`src/hw/rtl/dtti_pkg.sv`:
```
// Shared types and constants for the decimal text to integer parser.
// No dependencies; every other RTL file imports this package.
`default_nettype none

package dtti_pkg;

  // Default width of the signed result.
  localparam int unsigned RESULT_BITS_DEFAULT = 32;

  // Depth of the queue between the classifier and the accumulator.
  localparam int unsigned QUEUE_DEPTH = 2;
  localparam int unsigned QPTR_W      = $clog2(QUEUE_DEPTH);
  localparam int unsigned QCNT_W      = $clog2(QUEUE_DEPTH + 1);

  // Character codes.
  localparam logic [7:0] CH_NUL   = 8'h00;
  localparam logic [7:0] CH_SPACE = 8'h20;
  localparam logic [7:0] CH_TAB   = 8'h09;
  localparam logic [7:0] CH_LF    = 8'h0A;
  localparam logic [7:0] CH_VT    = 8'h0B;
  localparam logic [7:0] CH_FF    = 8'h0C;
  localparam logic [7:0] CH_CR    = 8'h0D;
  localparam logic [7:0] CH_PLUS  = 8'h2B;
  localparam logic [7:0] CH_MINUS = 8'h2D;
  localparam logic [7:0] CH_ZERO  = 8'h30;
  localparam logic [7:0] CH_NINE  = 8'h39;

  // Class of one input byte.
  typedef enum logic [2:0] {
    KIND_TERM,
    KIND_BLANK,
    KIND_PLUS,
    KIND_MINUS,
    KIND_DIGIT,
    KIND_OTHER
  } kind_t;

  // One classified item as it travels through the queue.
  typedef struct packed {
    kind_t      kind;
    logic [3:0] digit;
  } entry_t;

  // Result status codes.
  typedef enum logic [1:0] {
    STATUS_OK        = 2'd0,
    STATUS_NO_DIGITS = 2'd1,
    STATUS_OVERFLOW  = 2'd2
  } status_t;

endpackage

`default_nettype wire

```
`src/hw/rtl/decimal_text_to_int_parser_top.sv`:
```
// Top level of the decimal text to integer parser.
// Depends on dtti_pkg, dtti_front, dtti_queue and dtti_back.
//
//   Channel  Handshake            Payload
//   input    in_valid / in_stall  ch (8 bits, one byte, zero ends a string)
//   output   out_valid/out_stall  value (RESULT_BITS, signed), status (2)
//
// One byte is taken every cycle while in_stall is low; the accumulator does its
// multiply by ten, add and range compare combinationally, which sets that rate.
// A terminating byte passes through the queue first; its result is registered
// once the byte reaches the queue head and the result register is free.
// Reset is synchronous and clears the parser, the queue and the result valid.
// A stalled result only holds back terminators; other bytes keep flowing
// until the two-entry queue fills, and then in_stall rises.
`default_nettype none

module decimal_text_to_int_parser_top #(
  parameter int unsigned RESULT_BITS = dtti_pkg::RESULT_BITS_DEFAULT
) (
  input  wire logic                     clk,
  input  wire logic                     rst,
  input  wire logic                     in_valid,
  output logic                          in_stall,
  input  wire logic [7:0]               ch,
  output logic                          out_valid,
  input  wire logic                     out_stall,
  output logic signed [RESULT_BITS-1:0] value,
  output logic [1:0]                    status
);
  import dtti_pkg::*;

  logic   push;
  entry_t push_entry;
  logic   q_full;
  logic   q_valid;
  entry_t q_entry;
  logic   pop;

  // Byte classification.
  dtti_front u_front (
    .in_valid   (in_valid),
    .ch         (ch),
    .q_full     (q_full),
    .in_stall   (in_stall),
    .push       (push),
    .push_entry (push_entry)
  );

  // Decoupling queue.
  dtti_queue u_queue (
    .clk        (clk),
    .rst        (rst),
    .push       (push),
    .push_entry (push_entry),
    .pop        (pop),
    .full       (q_full),
    .q_valid    (q_valid),
    .q_entry    (q_entry)
  );

  // Parser and result register.
  dtti_back #(
    .RESULT_BITS (RESULT_BITS)
  ) u_back (
    .clk       (clk),
    .rst       (rst),
    .q_valid   (q_valid),
    .q_entry   (q_entry),
    .pop       (pop),
    .out_valid (out_valid),
    .out_stall (out_stall),
    .value     (value),
    .status    (status)
  );

  // Any failed parse reports a zero value.
  assert property (@(posedge clk) disable iff (rst)
    (out_valid && status != STATUS_OK) |-> (value == '0))
    else $error("non-zero value with a failure status");

  // A terminator at the queue head with a free result register is emitted.
  assert property (@(posedge clk) disable iff (rst)
    (q_valid && q_entry.kind == KIND_TERM && !(out_valid && out_stall)) |=> out_valid)
    else $error("terminator taken but no result presented");

  // Reset leaves no result pending.
  assert property (@(posedge clk) rst |=> !out_valid)
    else $error("result valid after reset");

endmodule

`default_nettype wire

```
`src/hw/rtl/dtti_front.sv`:
```
// Front end: takes input bytes and classifies each into a queue entry.
// Depends on dtti_pkg.
`default_nettype none

module dtti_front (
  input  wire logic            in_valid,
  input  wire logic [7:0]      ch,
  input  wire logic            q_full,
  output logic                 in_stall,
  output logic                 push,
  output dtti_pkg::entry_t     push_entry
);
  import dtti_pkg::*;

  // Hold the sender off while the queue has no room.
  assign in_stall = q_full;
  assign push     = in_valid && !q_full;

  // Sort the byte into terminator, whitespace, sign, digit or anything else.
  always_comb begin
    push_entry.digit = ch[3:0];
    if (ch == CH_NUL) begin
      push_entry.kind = KIND_TERM;
    end else if (ch == CH_SPACE || ch == CH_TAB || ch == CH_LF ||
                 ch == CH_VT || ch == CH_FF || ch == CH_CR) begin
      push_entry.kind = KIND_BLANK;
    end else if (ch == CH_PLUS) begin
      push_entry.kind = KIND_PLUS;
    end else if (ch == CH_MINUS) begin
      push_entry.kind = KIND_MINUS;
    end else if (ch >= CH_ZERO && ch <= CH_NINE) begin
      push_entry.kind = KIND_DIGIT;
    end else begin
      push_entry.kind = KIND_OTHER;
    end
  end

endmodule

`default_nettype wire

```
`src/hw/rtl/dtti_queue.sv`:
```
// Short first-in first-out queue of classified items.
// Depends on dtti_pkg for the entry type and depth.
`default_nettype none

module dtti_queue (
  input  wire logic              clk,
  input  wire logic              rst,
  input  wire logic              push,
  input  wire dtti_pkg::entry_t  push_entry,
  input  wire logic              pop,
  output logic                   full,
  output logic                   q_valid,
  output dtti_pkg::entry_t       q_entry
);
  import dtti_pkg::*;

  entry_t              entries [QUEUE_DEPTH];
  logic [QPTR_W-1:0]   wr_ptr;
  logic [QPTR_W-1:0]   rd_ptr;
  logic [QCNT_W-1:0]   count;
  logic                do_pop;

  assign full    = (count == QCNT_W'(QUEUE_DEPTH));
  assign q_valid = (count != '0);
  assign q_entry = entries[rd_ptr];
  assign do_pop  = pop && q_valid;

  // Pointers and fill count.
  always_ff @(posedge clk) begin
    if (rst) begin
      wr_ptr <= '0;
      rd_ptr <= '0;
      count  <= '0;
    end else begin
      if (push) begin
        wr_ptr <= (wr_ptr == QPTR_W'(QUEUE_DEPTH - 1)) ? '0 : wr_ptr + 1'b1;
      end
      if (do_pop) begin
        rd_ptr <= (rd_ptr == QPTR_W'(QUEUE_DEPTH - 1)) ? '0 : rd_ptr + 1'b1;
      end
      if (push && !do_pop) begin
        count <= count + 1'b1;
      end else if (!push && do_pop) begin
        count <= count - 1'b1;
      end
    end
  end

  // Entry storage needs no reset.
  always_ff @(posedge clk) begin
    if (push) begin
      entries[wr_ptr] <= push_entry;
    end
  end

endmodule

`default_nettype wire

```
`src/hw/rtl/dtti_back.sv`:
```
// Back end: runs the parse state machine, accumulates digits and
// holds the result register. Depends on dtti_pkg.
`default_nettype none

module dtti_back #(
  parameter int unsigned RESULT_BITS = dtti_pkg::RESULT_BITS_DEFAULT
) (
  input  wire logic                    clk,
  input  wire logic                    rst,
  input  wire logic                    q_valid,
  input  wire dtti_pkg::entry_t        q_entry,
  output logic                         pop,
  output logic                         out_valid,
  input  wire logic                    out_stall,
  output logic signed [RESULT_BITS-1:0] value,
  output logic [1:0]                   status
);
  import dtti_pkg::*;

  localparam int unsigned PW = RESULT_BITS + 4;
  localparam logic [PW-1:0] NEG_LIMIT = PW'(1) << (RESULT_BITS - 1);
  localparam logic [PW-1:0] POS_LIMIT = NEG_LIMIT - PW'(1);

  typedef enum logic [1:0] {
    PH_SKIP,
    PH_READ,
    PH_STOP
  } phase_t;

  phase_t                 phase, phase_next;
  logic                   negative, negative_next;
  logic [RESULT_BITS-1:0] acc, acc_next;
  logic                   digit_seen, digit_seen_next;
  logic                   overflowed, overflowed_next;

  logic                   out_free;
  logic                   is_term;
  logic                   emit;
  logic [PW-1:0]          prod;
  logic [PW-1:0]          limit;
  logic                   too_big;
  logic [RESULT_BITS-1:0] result_mag;

  // A terminator needs the result register free; anything else goes at once.
  assign out_free = !out_valid || !out_stall;
  assign is_term  = (q_entry.kind == KIND_TERM);
  assign pop      = q_valid && (!is_term || out_free);
  assign emit     = pop && is_term;

  // Times ten plus the digit, checked against the signed range.
  assign prod    = (PW'(acc) << 3) + (PW'(acc) << 1) + PW'(q_entry.digit);
  assign limit   = negative ? NEG_LIMIT : POS_LIMIT;
  assign too_big = (prod > limit);

  assign result_mag = negative ? (RESULT_BITS'(0) - acc) : acc;

  // Next state of the parser.
  always_comb begin
    phase_next      = phase;
    negative_next   = negative;
    acc_next        = acc;
    digit_seen_next = digit_seen;
    overflowed_next = overflowed;
    if (pop) begin
      if (is_term) begin
        phase_next      = PH_SKIP;
        negative_next   = 1'b0;
        acc_next        = '0;
        digit_seen_next = 1'b0;
        overflowed_next = 1'b0;
      end else begin
        case (phase)
          PH_SKIP, PH_READ: begin
            if (q_entry.kind == KIND_DIGIT) begin
              digit_seen_next = 1'b1;
              if (too_big) begin
                overflowed_next = 1'b1;
                phase_next      = PH_STOP;
              end else begin
                acc_next   = prod[RESULT_BITS-1:0];
                phase_next = PH_READ;
              end
            end else if (phase == PH_SKIP && q_entry.kind == KIND_BLANK) begin
              phase_next = PH_SKIP;
            end else if (phase == PH_SKIP &&
                         (q_entry.kind == KIND_PLUS || q_entry.kind == KIND_MINUS)) begin
              negative_next = (q_entry.kind == KIND_MINUS);
              phase_next    = PH_READ;
            end else begin
              phase_next = PH_STOP;
            end
          end
          default: begin
            phase_next = PH_STOP;
          end
        endcase
      end
    end
  end

  // State and the registered result.
  always_ff @(posedge clk) begin
    if (rst) begin
      phase      <= PH_SKIP;
      negative   <= 1'b0;
      acc        <= '0;
      digit_seen <= 1'b0;
      overflowed <= 1'b0;
      out_valid  <= 1'b0;
    end else begin
      phase      <= phase_next;
      negative   <= negative_next;
      acc        <= acc_next;
      digit_seen <= digit_seen_next;
      overflowed <= overflowed_next;
      if (emit) begin
        out_valid <= 1'b1;
      end else if (!out_stall) begin
        out_valid <= 1'b0;
      end
    end
  end

  // Result payload, loaded when a terminator is taken.
  always_ff @(posedge clk) begin
    if (emit) begin
      if (overflowed) begin
        value  <= '0;
        status <= STATUS_OVERFLOW;
      end else if (!digit_seen) begin
        value  <= '0;
        status <= STATUS_NO_DIGITS;
      end else begin
        value  <= result_mag;
        status <= STATUS_OK;
      end
    end
  end

endmodule

`default_nettype wire

```
`config.mk`:
```
export PLATFORM = sky130hd
export DESIGN_NAME = decimal_text_to_int_parser_top
export DESIGN_NICKNAME = d
export VERILOG_FILES = /design/src/hw/rtl/dtti_pkg.sv /design/src/hw/rtl/decimal_text_to_int_parser_top.sv /design/src/hw/rtl/dtti_front.sv /design/src/hw/rtl/dtti_queue.sv /design/src/hw/rtl/dtti_back.sv
export SDC_FILE = /design/constraint.sdc
export NUM_CORES = 1
export LEC_CHECK = 0
export BUFFER_PORTS_ARGS = -buffer_cell sky130_fd_sc_hd__buf_2
export CAP_MARGIN = 40
export CORE_MARGIN = 5
export CORE_UTILIZATION = 52
export DETAILED_ROUTE_END_ITERATION = 8
export GPL_TIMING_DRIVEN = 1
export PLACE_DENSITY = 0.74
export REMOVE_ABC_BUFFERS = 1
export SETUP_SLACK_MARGIN = 0.05
export SLEW_MARGIN = 20
export SYNTH_ARGS = -nofsm -noshare
export SYNTH_HDL_FRONTEND = slang
export SYNTH_HIERARCHICAL = 1
export SYNTH_SLANG_ARGS = --single-unit
```
`constraint.sdc`:
```
create_clock -name clk -period 7.1 [get_ports clk]
set_clock_uncertainty 0.15 [all_clocks]
set_input_delay 2.13 -clock clk [delete_from_list [all_inputs] [get_ports clk]]
set_output_delay 2.13 -clock clk [all_outputs]
set_load 0.01 [all_outputs]
```
-- Word level (Yosys, flattened, before mapping)
Memories as Yosys holds them, arrays and structs flattened. A register that Yosys moved wholly into a read port is not among the register bits.
Index checks and enable logic that the tools add are counted.
- register bits: 76
- latch bits: 0
- RAM bits: 14
- bits in read-only memories: 0
- output and inout port bits: 36
- logic and storage cells: 119
- memories kept: 1
- add/subtract/negate cells: 7
- multiply operators: 0
- div/mod/pow operators: 0
- magnitude comparators: 3
- equality and inequality tests: 18
- shifts and indexed selects: 0
- multiplexer cells: 40
- bitwise logic cells: 1
- reduce and logical (&&, ||, !) cells: 38
- memory list (memory ; depth ; width ; read ports ; clocked after memory_dff ; write ports ; line ; text):
    u_queue.entries ; 2 ; 7 ; 1 ; 1 ; 1 ; dtti_queue.sv:17 ; entry_t entries [QUEUE_DEPTH];
- operator list (kind ; count):
    $mux W32 ; 6
    $eq A8 B4 Y1 const B ; 5
    $add A35 B33 Y36 ; 1
    $add A36 B4 Y36 ; 1
    $gt A36 B36 Y1 ; 1
    $sub A1 B32 Y32 const A ; 1
    $eq A8 B6 Y1 const B ; 3
    $mux W1 ; 22
    $mux W2 ; 8
    $mux W3 ; 4
    $reduce_bool A2 Y1 ; 6
    $logic_and A1 B1 Y1 ; 9
    $ge A8 B6 Y1 const B ; 1
    $le A8 B6 Y1 const B ; 1
    $logic_not A8 Y1 ; 1
    $logic_or A1 B1 Y1 ; 8
    $ne A2 B1 Y1 const B ; 4
    $reduce_and A4 Y1 ; 2
    $eq A3 B2 Y1 const B ; 2
    $logic_not A1 Y1 ; 6
    $reduce_and A5 Y1 ; 1
    $reduce_or A2 Y1 ; 2
    $eq A3 B1 Y1 const B ; 1
    $eq A3 B3 Y1 const B ; 1
    other kinds (9) ; 10

-- Depth between registers and ports, before layout
- word-level depth: 8
- depth in mapped cells: 25
- gate-level depth less buffers: 22

-- By module
The synthesis kept the hierarchy.
- by module, submodules not included (module ; times used ; cells an instance ; area an instance (um^2) ; sequential area each (um^2)):
    dtti_back ; 1 ; 718 ; 6239.7 ; 1781.7
    dtti_queue ; 1 ; 44 ; 715.7 ; 520.5
    dtti_front ; 1 ; 23 ; 152.6 ; 0.0

-- Worst setup path before layout
No wires, ideal clock.
- kind: input -> register
- start point: in out_stall
- end point: reg u_back.acc[0]
- library setup time: 0.120 ns
- arrival: 6.893 ns
- required time: 6.830 ns
- path slack: -0.063 ns
- cell stages on the path: 7
- path buffers: 1
- cell sequence: nand2_1 o41ai_1 nor4_1 nor2_1 clkbuf_1 nand3_1 o31ai_2
- longest elaborated chain between the ends: 5
- RTL lines (element ; line ; text):
    from (decl) ; decimal_text_to_int_parser_top.sv:26 ; input wire logic out_stall,
    $logic_not A1 Y1 ; dtti_back.sv:45 ; assign out_free = !out_valid || !out_stall;
    $logic_or A1 B1 Y1 ; dtti_back.sv:45 ;
    $logic_or A1 B1 Y1 ; dtti_back.sv:47 ; assign pop = q_valid && (!is_term || out_free);
    $logic_and A1 B1 Y1 ; dtti_back.sv:47 ;
    $reduce_and A4 Y1 (no line) ; n/a ;
    to (signal assigned) ; dtti_back.sv:113 ; acc <= acc_next;
    to (decl) ; dtti_back.sv:32 ; logic [RESULT_BITS-1:0] acc, acc_next;
Every way passes these cells.
A chain may end at the register's enable or synchronous reset.

==> flow_summary.json <==
{
  "rsz0062_at_grt": "no",
  "p_leak_uw": 0.00350,
  "multi_input_area_sq_mm": 0.00461,
  "min_period_over_period_pct": 88.4,
  "drive_gt1_share_pct": 12.7,
  "grt_max_degree": 38,
  "area_delta_synth_final_pct": 9.47,
  "placed_cell_area_sq_mm": 0.00749,
  "via_per_inst": 5.98,
  "relSlewSlack_pct": 46.0,
  "synth_edf_count": 48,
  "fin_nets": 934,
  "antenna_left": 0,
  "r2r_slack_ns": 0.83,
  "drc_errors": 0,
  "synth_area_leaders": "edfxtp_1 (20%), ha_1 (17%), dfxtp_1 (12%), xor2_1 (5.1%), a21oi_1 (4.2%)",
  "synth.most_common_cell": "ha_1",
  "yosysTopAreaCell": "edfxtp_1",
  "insertion_delay_ns": 0.35,
  "overflow": 0,
  "dieWidth_um": 127,
  "clk_pin_slew_ns": 0.07,
  "synthFlopType": "edfxtp_1",
  "max_freq_mhz": 159,
  "tritoncts": "done",
  "fin_crit_ns": 6.27,
  "vias": 6001,
  "post_cts_buffers": 0,
  "die_h_um": 127,
  "hold_start": "u_back/overflowed$_SDFFE_PP0P_",
  "cts_root_buffer": "clkbuf_16",
  "ios": 48,
  "grt_usage_pct": 21.7,
  "cap_violations": 0,
  "start_kind": "flip-flop",
  "fillers": 1182,
  "peakVddDrop_mv": 0.135,
  "yosysTopAreaCellShare_pct": 20.3,
  "drt-initial-drc-count": 467,
  "antenna_found_initial": 0,
  "dp_hpwl_um": 12800,
  "routedWlPerCell_um": 16.9,
  "hold_class": "flip-flop to flip-flop",
  "grt_pass1_wl_um": 28500,
  "initial_core_util_pct": 53.3,
  "avgSynthCellArea_sq_um": 9.05,
  "cts_buffers": 9,
  "synth_commonest_cells": "ha_1 (97), nand2_1 (73), nor2_1 (65)",
  "htree_levels": 3,
  "synthCells": 785,
  "yosysUniqueCellTypes": 69,
  "yosys_warnings": 6,
  "syn-cell-area_sq_mm": 0.00711,
  "min_to": "u_back/status[1]$_SDFFCE_PP1P_",
  "dieArea_sq_mm": 0.0161,
  "r2r_end": "u_back/acc[29]$_SDFFE_PP0P_",
  "tightestPinTransition_ns": 0.808,
  "outcome": "finished clean",
  "async_flop_share_pct": 0,
  "finalHoldViolations": 0,
  "critPathMaxFanout": 24,
  "slew_violations": 0,
  "clock_path_buffers": 2,
  "wirelength_um": 17000,
  "holdPathStages": 0,
  "seq_area_frac_synth_pct": 32.4,
  "numPortBuffers": 47,
  "final_area_sq_mm": 0.00778,
  "worstSetupPathType": "flip-flop to flip-flop",
  "worstPathArrival_ns": 6.35,
  "cts_hold_buffers": 0,
  "end_kind": "flip-flop",
  "regArea_sq_mm": 0.00230,
  "timing.hold.ws_ns": 0.337,
  "power.density_mw_per_mm2": 172,
  "grt_pass1_vias": 5901,
  "place.gp.congestion": 0.961,
  "cts_sinks": 91,
  "tns_ns": 0,
  "rows": 42,
  "cp.required_ns": 7.18,
  "antenna_cells": 0,
  "dr.pass1.iters": 5,
  "setup_viol": 0,
  "core_sq_mm": 0.0133,
  "cts_resized": 0,
  "r2r_cells": 22,
  "ys_seq_elements": 91
}
-- final cells by class --
| class | instances | share of cell area (%) |
|---|---|---|
| Clock inverter | 7 | 0.852 |
| Inverter | 15 | 0.724 |
| Multi-Input combinational cell | 650 | 59.2 |
| Timing Repair Buffer | 56 | 3.86 |
| Clock buffer | 9 | 2.89 |
| Sequential cell | 91 | 29.6 |
| Tap cell | 176 | 2.83 |
-- how the worst max path moves through the flow --
stage | startpoint | endpoint | slack [ns] | cells past startpoint
after CTS | flip-flop | u_back/acc[29]$_SDFFE_PP0P_ | 0.89 | 22
final | flip-flop | u_back/acc[29]$_SDFFE_PP0P_ | 0.83 | 22
after detailed placement | flip-flop | u_back/acc[29]$_SDFFE_PP0P_ | 0.96 | 22
after floorplan | out_stall | u_back/acc[15]$_SDFFE_PP0P_ | -1.53 | 6
after global routing | flip-flop | u_back/acc[29]$_SDFFE_PP0P_ | 0.34 | 22
after global placement | flip-flop | u_back/acc[28]$_SDFFE_PP0P_ | 1.20 | 22
-- power breakdown --
| group | internal, uW | switching [uW] | total [uW] |
|---|---|---|---|
| registers | 580 | 24.9 | 605 |
| logic | 96.6 | 156 | 252 |
| clock network | 272 | 212 | 484 |
| total | 949 | 392 | 1340 |
-- cell usage in the layout, fill, tap and decap left out, drive strengths merged, types with 6 or more instances in the layout --
| master | synthesis | routed |
|---|---|---|
| and3 | 7 | 7 |
| xor2 | 41 | 41 |
| nand3 | 43 | 43 |
| or3 | 9 | 9 |
| o41ai | 6 | 6 |
| o21ai | 68 | 68 |
| dfxtp | 43 | 43 |
| a21oi | 60 | 60 |
| a211oi | 6 | 6 |
| a31oi | 6 | 6 |
| nand2 | 73 | 73 |
| mux2 | 7 | 7 |
| nor2 | 65 | 65 |
| o211ai | 9 | 9 |
| ha | 97 | 97 |
| nor3 | 8 | 8 |
| o31ai | 9 | 9 |
| clkbuf | 18 | 9 |
| nor2b | 9 | 9 |
| xnor2 | 20 | 20 |
| nand2b | 7 | 7 |
| o21a | 11 | 11 |
| buf | 11 | 56 |
| edfxtp | 48 | 48 |
| nand4 | 12 | 12 |
| or2 | 7 | 7 |
| a21o | 15 | 15 |
| inv | 15 | 17 |
-- critical path: stages (launching register included) --
cell and delay (ns):
dfxtp_1 0.48, mux2_2 0.39, fa_1 0.54, ha_1 0.32, a21oi_1 0.21, nor2_1 0.11
o21ai_0 0.24, a21boi_0 0.24, a211o_1 0.36, a21o_1 0.16, a21oi_1 0.18, xnor2_1 0.12
ha_1 0.32, nand4_1 0.13, or4_1 0.53, nand3b_1 0.19, o21ai_0 0.08, o32ai_1 0.12
a31oi_1 0.31, o2111ai_4 0.39, buf_4 0.37, nand3_1 0.13, o21ai_1 0.09
-- sequential cells by signal, indices dropped and copies added (netlist names), named ones only --
name	cells
u_back/acc	32
u_back/value	32
u_queue/entries	14
u_back/phase	2
u_back/status	2
u_queue/count	2
u_back/digit_seen	1
u_back/negative	1
u_back/out_valid	1
u_back/overflowed	1
u_queue/rd_ptr	1
u_queue/wr_ptr	1
-- logic make-up (layout without fill, tap and decap cells) --
family / after synthesis / in the layout / share of synthesized area (%)
XOR/XNOR: 61 / 61 / 7.52
buffers and inverters: 44 / 87 / 2.92
multiplexers: 9 / 9 / 1.39
flip-flops: 91 / 91 / 32.4
AND/OR/NAND/NOR: 260 / 260 / 18.1
AO/OA/AOI/OAI: 221 / 221 / 20.0
adder cells (fa/ha/maj): 99 / 99 / 17.6
-- per-layer routing --
metal / vias to the layer above / wire, um / global-route usage (%)
li1: 3008 / - / -
met1: 2806 / 7740 / 28.1
met2: 151 / 7870 / 35.2
met3: 36 / 940 / 4.54
met4: 0 / 439 / 9.34
met5: - / 0 / 0
-- through the flow --
stage                     cells  total power [uW]  setup WS (ns)  util (%)
after CTS                  1004              1350          0.886      58.3
after detailed placement    988               868          0.961      56.1
after global placement      987               852           1.20      56.1
final                      1004              1340          0.826      58.3
after floorplan             756               786          -1.53         -
after global routing       1004              1410          0.336      58.3
Note: power is estimated with default switching activity, not from simulation.
